<file path="src/sslt_pkg.sv">
`default_nettype none
package sslt_pkg;

	// Width of the reported key count.
	localparam int COUNT_BITS = 5;

	typedef enum logic [1:0] {
		OP_ADD    = 2'd0,
		OP_REMOVE = 2'd1,
		OP_SEARCH = 2'd2
	} opcode_t;

	typedef enum logic [1:0] {
		STATUS_DONE    = 2'd0,
		STATUS_PRESENT = 2'd1,
		STATUS_ABSENT  = 2'd2,
		STATUS_FULL    = 2'd3
	} status_t;

	typedef enum logic [1:0] {
		ST_IDLE,
		ST_SCAN,
		ST_APPLY
	} state_t;

	typedef enum logic [1:0] {
		CMD_HOLD,
		CMD_INSERT,
		CMD_REMOVE
	} cell_cmd_t;

	typedef struct packed {
		cell_cmd_t cmd;
		logic      descending;
	} cell_ctrl_t;

endpackage
`default_nettype wire

</file>
<file path="src/sslt_cell.sv">
`default_nettype none
// One slot of the ordered key row. Prefix flags ripple from the head one cell per cycle.
module sslt_cell #(
	parameter int KEY_BITS = 32
) (
	input  wire logic                       clk,
	input  wire logic                       arst_n,
	input  wire sslt_pkg::cell_ctrl_t       ctrl,
	input  wire logic signed [KEY_BITS-1:0] key_in,
	input  wire logic signed [KEY_BITS-1:0] prev_key,
	input  wire logic                       prev_valid,
	input  wire logic                       prev_hit,
	input  wire logic                       prev_pass,
	input  wire logic signed [KEY_BITS-1:0] next_key,
	input  wire logic                       next_valid,
	output logic signed [KEY_BITS-1:0]      cell_key,
	output logic                            cell_valid,
	output logic                            cell_hit,
	output logic                            cell_pass
);

	logic signed [KEY_BITS-1:0] key_q;
	logic                       valid_q;
	logic                       hit_q;
	logic                       pass_q;
	logic                       eq;
	logic                       keep;

	assign eq   = valid_q && (key_q == key_in);
	assign keep = valid_q && (ctrl.descending ? (key_q >= key_in) : (key_q <= key_in));

	// hit: this cell or one nearer the head holds the key.
	// pass: every cell up to here may stand before the key.
	always_ff @(posedge clk) begin
		hit_q  <= prev_hit | eq;
		pass_q <= prev_pass & keep;
	end

	always_ff @(posedge clk or negedge arst_n) begin
		if (!arst_n) begin
			valid_q <= 1'b0;
		end else begin
			case (ctrl.cmd)
				sslt_pkg::CMD_INSERT: begin
					if (!pass_q) begin
						valid_q <= prev_pass ? 1'b1 : prev_valid;
					end
				end
				sslt_pkg::CMD_REMOVE: begin
					if (hit_q) begin
						valid_q <= next_valid;
					end
				end
				default: ;
			endcase
		end
	end

	always_ff @(posedge clk) begin
		case (ctrl.cmd)
			sslt_pkg::CMD_INSERT: begin
				if (!pass_q) begin
					key_q <= prev_pass ? key_in : prev_key;
				end
			end
			sslt_pkg::CMD_REMOVE: begin
				if (hit_q) begin
					key_q <= next_key;
				end
			end
			default: ;
		endcase
	end

	assign cell_key   = key_q;
	assign cell_valid = valid_q;
	assign cell_hit   = hit_q;
	assign cell_pass  = pass_q;

endmodule
`default_nettype wire

</file>
<file path="src/sorted_set_linked_table_top.sv">
`default_nettype none
// Channel   Direction  Handshake              Payload
// ------    ---------  ---------------------  -------------------------------
// input     in         in_valid / in_ready    opcode[1:0], key[KEY_BITS-1:0]
// result    out        out_valid / out_ready  success, status[1:0], count[4:0]
// config    in         cfg_we (no wait)       cfg_data (order_descending)
//
// Each item is handled in steps: capture of the transfer, a scan while the
// hit/pass flags ripple down the row of cells, then a commit of the shift.
// Reset empties the row at once (valid bits clear); there is no clearing pass.
// A new item is taken as soon as the block is idle, even while a result waits.
// A stalled result holds the commit step until the output slot is free.
module sorted_set_linked_table_top #(
	parameter int CAPACITY = 16,
	parameter int KEY_BITS = 32
) (
	input  wire logic                       clk,
	input  wire logic                       arst_n,
	input  wire logic                       cfg_we,
	input  wire logic                       cfg_data,
	input  wire logic                       in_valid,
	output logic                            in_ready,
	input  wire logic [1:0]                 opcode,
	input  wire logic signed [KEY_BITS-1:0] key,
	output logic                            out_valid,
	input  wire logic                       out_ready,
	output logic                            success,
	output logic [1:0]                      status,
	output logic [sslt_pkg::COUNT_BITS-1:0] count
);

	localparam int IDX_W = $clog2(CAPACITY);
	localparam int CNT_W = $clog2(CAPACITY + 1);
	localparam int OUT_W = sslt_pkg::COUNT_BITS;

	sslt_pkg::state_t state_q, state_d;

	logic                       order_q;
	logic [1:0]                 op_q;
	logic signed [KEY_BITS-1:0] key_q;
	logic [IDX_W-1:0]           cyc_q;
	logic [CNT_W-1:0]           count_q, count_d;
	logic                       out_valid_q, out_valid_d;
	logic                       success_q, success_d;
	logic [1:0]                 status_q, status_d;
	logic                       commit;
	logic                       found;
	logic                       full;
	sslt_pkg::cell_ctrl_t       ctrl;

	logic signed [KEY_BITS-1:0] ck [CAPACITY];
	logic [CAPACITY-1:0]        cv;
	logic [CAPACITY-1:0]        chit;
	logic [CAPACITY-1:0]        cpass;

	// Cell row: slot 0 is the list head; valid cells stay packed toward the head.
	for (genvar i = 0; i < CAPACITY; i++) begin : g_cell
		logic signed [KEY_BITS-1:0] pk, nk;
		logic                       pv, ph, pp, nv;
		if (i == 0) begin : g_head
			assign pk = '0;
			assign pv = 1'b0;
			assign ph = 1'b0;
			assign pp = 1'b1;
		end else begin : g_mid
			assign pk = ck[i-1];
			assign pv = cv[i-1];
			assign ph = chit[i-1];
			assign pp = cpass[i-1];
		end
		if (i == CAPACITY - 1) begin : g_tail
			assign nk = '0;
			assign nv = 1'b0;
		end else begin : g_body
			assign nk = ck[i+1];
			assign nv = cv[i+1];
		end
		sslt_cell #(
			.KEY_BITS(KEY_BITS)
		) u_cell (
			.clk       (clk),
			.arst_n    (arst_n),
			.ctrl      (ctrl),
			.key_in    (key_q),
			.prev_key  (pk),
			.prev_valid(pv),
			.prev_hit  (ph),
			.prev_pass (pp),
			.next_key  (nk),
			.next_valid(nv),
			.cell_key  (ck[i]),
			.cell_valid(cv[i]),
			.cell_hit  (chit[i]),
			.cell_pass (cpass[i])
		);
	end

	// The tail cell's hit flag has seen the whole row once the scan is over.
	assign found = chit[CAPACITY-1];
	assign full  = (count_q == CNT_W'(CAPACITY));

	always_ff @(posedge clk or negedge arst_n) begin
		if (!arst_n) begin
			state_q <= sslt_pkg::ST_IDLE;
		end else begin
			state_q <= state_d;
		end
	end

	always_comb begin
		state_d     = state_q;
		in_ready    = 1'b0;
		commit      = 1'b0;
		ctrl.cmd    = sslt_pkg::CMD_HOLD;
		ctrl.descending = order_q;
		count_d     = count_q;
		success_d   = success_q;
		status_d    = status_q;
		out_valid_d = out_valid_q && !out_ready;
		unique case (state_q)
			sslt_pkg::ST_IDLE: begin
				in_ready = 1'b1;
				if (in_valid) begin
					state_d = sslt_pkg::ST_SCAN;
				end
			end
			sslt_pkg::ST_SCAN: begin
				if (cyc_q == IDX_W'(CAPACITY - 1)) begin
					state_d = sslt_pkg::ST_APPLY;
				end
			end
			sslt_pkg::ST_APPLY: begin
				// Hold here until the output slot is free, then commit once.
				commit = !out_valid_q || out_ready;
				if (commit) begin
					state_d     = sslt_pkg::ST_IDLE;
					out_valid_d = 1'b1;
					success_d   = 1'b0;
					status_d    = sslt_pkg::STATUS_DONE;
					unique case (op_q)
						sslt_pkg::OP_ADD: begin
							if (found) begin
								status_d = sslt_pkg::STATUS_PRESENT;
							end else if (full) begin
								status_d = sslt_pkg::STATUS_FULL;
							end else begin
								ctrl.cmd  = sslt_pkg::CMD_INSERT;
								count_d   = count_q + CNT_W'(1);
								success_d = 1'b1;
							end
						end
						sslt_pkg::OP_REMOVE: begin
							if (found) begin
								ctrl.cmd  = sslt_pkg::CMD_REMOVE;
								count_d   = count_q - CNT_W'(1);
								success_d = 1'b1;
							end else begin
								status_d = sslt_pkg::STATUS_ABSENT;
							end
						end
						default: begin
							// search, and the undefined code behaves the same
							if (found) begin
								success_d = 1'b1;
							end else begin
								status_d = sslt_pkg::STATUS_ABSENT;
							end
						end
					endcase
				end
			end
			default: state_d = sslt_pkg::ST_IDLE;
		endcase
	end

	always_ff @(posedge clk or negedge arst_n) begin
		if (!arst_n) begin
			order_q     <= 1'b0;
			count_q     <= '0;
			out_valid_q <= 1'b0;
			cyc_q       <= '0;
		end else begin
			if (cfg_we) begin
				order_q <= cfg_data;
			end
			count_q     <= count_d;
			out_valid_q <= out_valid_d;
			if (state_q == sslt_pkg::ST_SCAN) begin
				cyc_q <= cyc_q + IDX_W'(1);
			end else begin
				cyc_q <= '0;
			end
		end
	end

	// Capture the transfer; the key stays broadcast to every cell for the whole item.
	always_ff @(posedge clk) begin
		if (in_valid && in_ready) begin
			op_q  <= opcode;
			key_q <= key;
		end
		success_q <= success_d;
		status_q  <= status_d;
	end

	assign out_valid = out_valid_q;
	assign success   = success_q;
	assign status    = status_q;
	assign count     = OUT_W'(count_q);

	// Valid cells always match the count when idle.
	a_count_matches_row: assert property (@(posedge clk) disable iff (!arst_n)
		(state_q == sslt_pkg::ST_IDLE) |-> ($countones(cv) == int'(count_q)))
		else $error("valid cells disagree with key count");

	// Count never passes capacity.
	a_count_bound: assert property (@(posedge clk) disable iff (!arst_n)
		count_q <= CNT_W'(CAPACITY))
		else $error("key count above capacity");

	// A successful result always reports done.
	a_success_status: assert property (@(posedge clk) disable iff (!arst_n)
		(out_valid_q && success_q) |-> (status_q == sslt_pkg::STATUS_DONE))
		else $error("success with non-done status");

	// Every input transfer starts a scan.
	a_accept_scan: assert property (@(posedge clk) disable iff (!arst_n)
		(in_valid && in_ready) |=> (state_q == sslt_pkg::ST_SCAN))
		else $error("transfer did not start a scan");

endmodule
`default_nettype wire

</file>
<file path="config.mk">
export PLATFORM = sky130hd
export DESIGN_NAME = sorted_set_linked_table_top
export DESIGN_NICKNAME = d
export VERILOG_FILES = /design/src/sslt_pkg.sv /design/src/sslt_cell.sv /design/src/sorted_set_linked_table_top.sv
export SDC_FILE = /design/constraint.sdc
export NUM_CORES = 2
export LEC_CHECK = 0
export ABC_CLOCK_PERIOD_IN_PS = 7700
export BUFFER_PORTS_ARGS = -buffer_cell sky130_fd_sc_hd__buf_2
export CORE_UTILIZATION = 47
export CTS_BUF_LIST = sky130_fd_sc_hd__clkbuf_8
export CTS_CLUSTER_DIAMETER = 120
export DETAILED_ROUTE_END_ITERATION = 7
export SYNTH_ARGS = -nofsm -noshare
export SYNTH_HDL_FRONTEND = slang
export SYNTH_SLANG_ARGS = --single-unit
</file>
<file path="constraint.sdc">
create_clock -name clk -period 7.7 [get_ports clk]
set_clock_uncertainty 0.2 [all_clocks]
set_input_delay 0 -clock clk [delete_from_list [all_inputs] [get_ports clk]]
set_output_delay 0 -clock clk [all_outputs]
set_load 0.005 [all_outputs]
</file>
==> results.json <==
{
  "crit_path_end_kind": "register",
  "vdd_ir_drop_max_mv": 0.136,
  "dp.final_hpwl_um": 80100,
  "required_ns": 8.11,
  "synthCells": 3885,
  "min_period_ns": 4.30,
  "path_common_cell": "nand4_1",
  "status": "finished clean",
  "synth_seq_cells": 610,
  "yosysTopAreaCell": "edfxtp_1",
  "start_kind": "register",
  "grt_overflow": 0,
  "clkSlewWorstSetupHoldPaths_ns": 0.06,
  "grtUsageTotal": 0.259,
  "timing.rr.start": "key_q[30]",
  "busiest_layer": "met2",
  "path_buf_inv": 1,
  "grt_util_met2": 0.416,
  "detail_route.wl_per_cell_um": 21.5,
  "gp_congestion": 0.840,
  "antenna_found_initial": 1,
  "syn_avg_cell_area_sq_um": 10.4,
  "maxCapViolCount": 0,
  "nets": 4526,
  "ys.warnings.count": 0,
  "synth_top_cell_area_share": 0.409,
  "power_mw": 8.00,
  "syn-num-nets": 4444,
  "tns_ns": 0,
  "ys_types": 58,
  "ys.flop_type": "edfxtp_1",
  "cpLargestDelayFamily": "simple AND/OR/NAND/NOR gates",
  "clock-sinks": 610,
  "cts-root-buf": "clkbuf_8",
  "grt_pass1_vias": 30900,
  "cts-buffers-inserted": 111,
  "worstPathCellList": "inv_1, ha_1, nand4_1, nor4_1, nand4_1, or3_1, o211ai_1, xnor2_1, a21oi_1",
  "critPathMaxFanout": 17,
  "arrival_ns": 4.71,
  "num_vias": 30800,
  "p_leak_nw": 15.7,
  "dieWidth_um": 295,
  "grt_first_pass_wirelength_um": 177000,
  "fin_util": 0.527,
  "tritoncts": "built",
  "finalSetupViolCount": 0,
  "slowest_delay_ns": 0.76,
  "grt_max_degree": 224,
  "yosysSeqAreaShare": 0.443,
  "coreArea_sq_um": 85000,
  "wl_um": 112000,
  "cts_max_path_buffers": 3,
  "start_util": 0.474,
  "final_cells": 5201,
  "synth_edf_count": 549,
  "rrSetupSlack_ns": 3.40,
  "drt_iter0_drc": 2469,
  "place_inst": 4919,
  "syn_area_sq_um": 40300,
  "clk_latency_ns": 0.74,
  "die_y_um": 295,
  "cp_slowest_cell": "edfxtp_1",
  "final.period_utilization": 0.559,
  "use_met1": 0.367,
  "ant_nets": 0,
  "multi_input_area_sq_um": 21600,
  "area_growth_pct": 11.1,
  "synth_area_leaders": "edfxtp_1 41%, ha_1 16%, mux2i_1 12%, o21ai_0 6.9%, nand2_1 5.9%",
  "drive_above_1_share": 0.0720,
  "boundaryPins": 50,
  "drc_errors": 0,
  "cts_setup_buffers": 0,
  "min_path_type": "primary input to async pin",
  "rsz0062_at_grt": "false",
  "powerDensity_nw_per_um2": 179,
  "synth-async-reset-ratio": 0.0475,
  "first_pass_iters": 6,
  "max_freq_mhz": 232,
  "worst_pin_slew_ns": 1.23,
  "maxSlewViolCount": 0,
  "final_hold_viol_count": 0,
  "use_met3": 0.0384,
  "critPathLaunch": "key_q[30]",
  "vias_per_cell": 5.92,
  "rows": 107,
  "n_fill_cell": 7744,
  "crit_type": "register to register",
  "slew_headroom": 0.180,
  "htree_levels": 3,
  "dieArea_sq_um": 86900,
  "regArea_sq_um": 17900,
  "port_buffers": 49
}
==> kinds of logic (layout without fill, tap and decap cells) <==
logic type                 after synthesis  count (layout)  share of synthesized area
buffers and inverters                  311             482                     0.0294
other                                    0               1                          0
adders and majority gates              519             519                      0.161
and+or+nand+nor                        980             980                      0.107
muxes                                  489             489                      0.122
xor gates and xnor gates                37              37                    0.00804
AOI/OAI and AO/OA                      939             939                      0.129
DFF                                    610             610                      0.443
==> layout make-up <==
cell class / instances / share of cell area
diodes: 1 / 0.0000559
clock buffers: 124 / 0.0381
clock inverters: 78 / 0.00774
inverters: 97 / 0.00813
multi-input cells: 2964 / 0.482
flip-flops and latches: 610 / 0.399
well taps: 1144 / 0.0320
repair buffers: 183 / 0.0335
==> placed cells by master, fill, tap and decap left out, types with 9 or more instances in the layout <==
master         netlist  layout
a211oi_1            14      14
a21o_1              24      24
a21oi_1            230     230
a221o_1             11      11
a221oi_1            33      17
a221oi_4             0      16
buf_2                1      49
buf_4                0      51
clkbuf_8             0     124
clkinv_1             0      18
clkinv_2             0      12
dfrtp_1             29      29
dfxtp_1             32      17
dfxtp_2              0      15
dlygate4sd3_1        0      78
edfxtp_1           549     549
ha_1               518     516
inv_1               97     141
mux2i_1            481     481
nand2_1            631     631
nand3_1             63      63
nand4_1            107     107
nor2_1              74      74
nor2b_1             13      13
nor3_1              23      23
nor4_1              26      26
o211ai_1            28      28
o21ai_0            554     554
o311ai_0             9       9
xnor2_1             31      31
==> worst reg2reg max path, delay by kind of cell, from the launching register on <==
kind / cells / cell delay, ns
XOR/XNOR: 1 / 0.15
adder cells (fa/ha/maj): 1 / 0.50
flip-flops: 1 / 0.76
AND/OR/NAND/NOR: 4 / 1.81
buffers and inverters: 1 / 0.55
AO/OA/AOI/OAI: 2 / 0.21
==> power by group <==
part	leakage, nW	switching, mW	internal [mW]
sequential	5.56	0.120	3.66
combinational	8.87	0.761	0.489
clock	1.22	1.48	1.50
total	15.7	2.36	5.64
==> state kept, by name, indices dropped and copies added, names as in the netlist, 2 cells and up <==
signal,count
count,5
g_cell.u_cell.cell_hit,16
g_cell.u_cell.cell_key,512
status,2
cyc_q,4
g_cell.u_cell.cell_pass,16
g_cell.u_cell.cell_valid,16
op_q,2
key_q,32
state_q,2
==> per-stage QoR <==
| stage | hold slack, ns | area (sq um) | setup slack (ns) |
|---|---|---|---|
| floorplan | -0.496 | 40300 | 2.37 |
| global placement | -0.0681 | 41900 | 2.87 |
| detailed placement | -0.0582 | 41900 | 3.45 |
| CTS | 0.0234 | 44800 | 3.42 |
| global route | 0.102 | 44800 | 3.13 |
| finish | 0.109 | 44800 | 3.40 |
==> layer usage <==
metal	share of wire	wire length, um
met5	0	0
met4	0.019	2100
met3	0.048	5400
met2	0.46	51500
met1	0.47	52600
==> synth_stat cells, types with 7 or more instances <==
master    number
a22oi_1        7
inv_1         97
a211oi_1      14
nor3_1        23
a221oi_1      33
and4_1         7
o311ai_0       9
mux2i_1      481
buf_1         71
a21oi_1      230
nand2b_1       7
ha_1         518
dfxtp_1       32
or3_1          7
o21ai_0      554
mux2_2         8
clkbuf_1     140
nand2_1      631
edfxtp_1     549
nand4_1      107
nor4_1        26
nor2_1        74
a221o_1       11
o211ai_1      28
dfrtp_1       29
a21o_1        24
nor2b_1       13
nand3_1       63
xnor2_1       31
==> final timing paths <==
kind                                               end  cells after the start
max                         g_cell[7].u_cell.cell_pass                      9
min                                           count[1]                      4
max reg2reg                 g_cell[7].u_cell.cell_pass                      9
min reg2reg                 g_cell[11].u_cell.cell_hit                      2
max in group asynchronous  g_cell[4].u_cell.cell_valid                      4
min in group clk            g_cell[11].u_cell.cell_hit                      2
==> what timing repair did <==
action / CTS / global route
endpoints found under the hold margin: 109 / 0
setup endpoints to repair: 0 / 0
resized for setup: 0 / 0
hold buffers: 79 / 0
No activity file was read; power rests on OpenSTA's default activity.
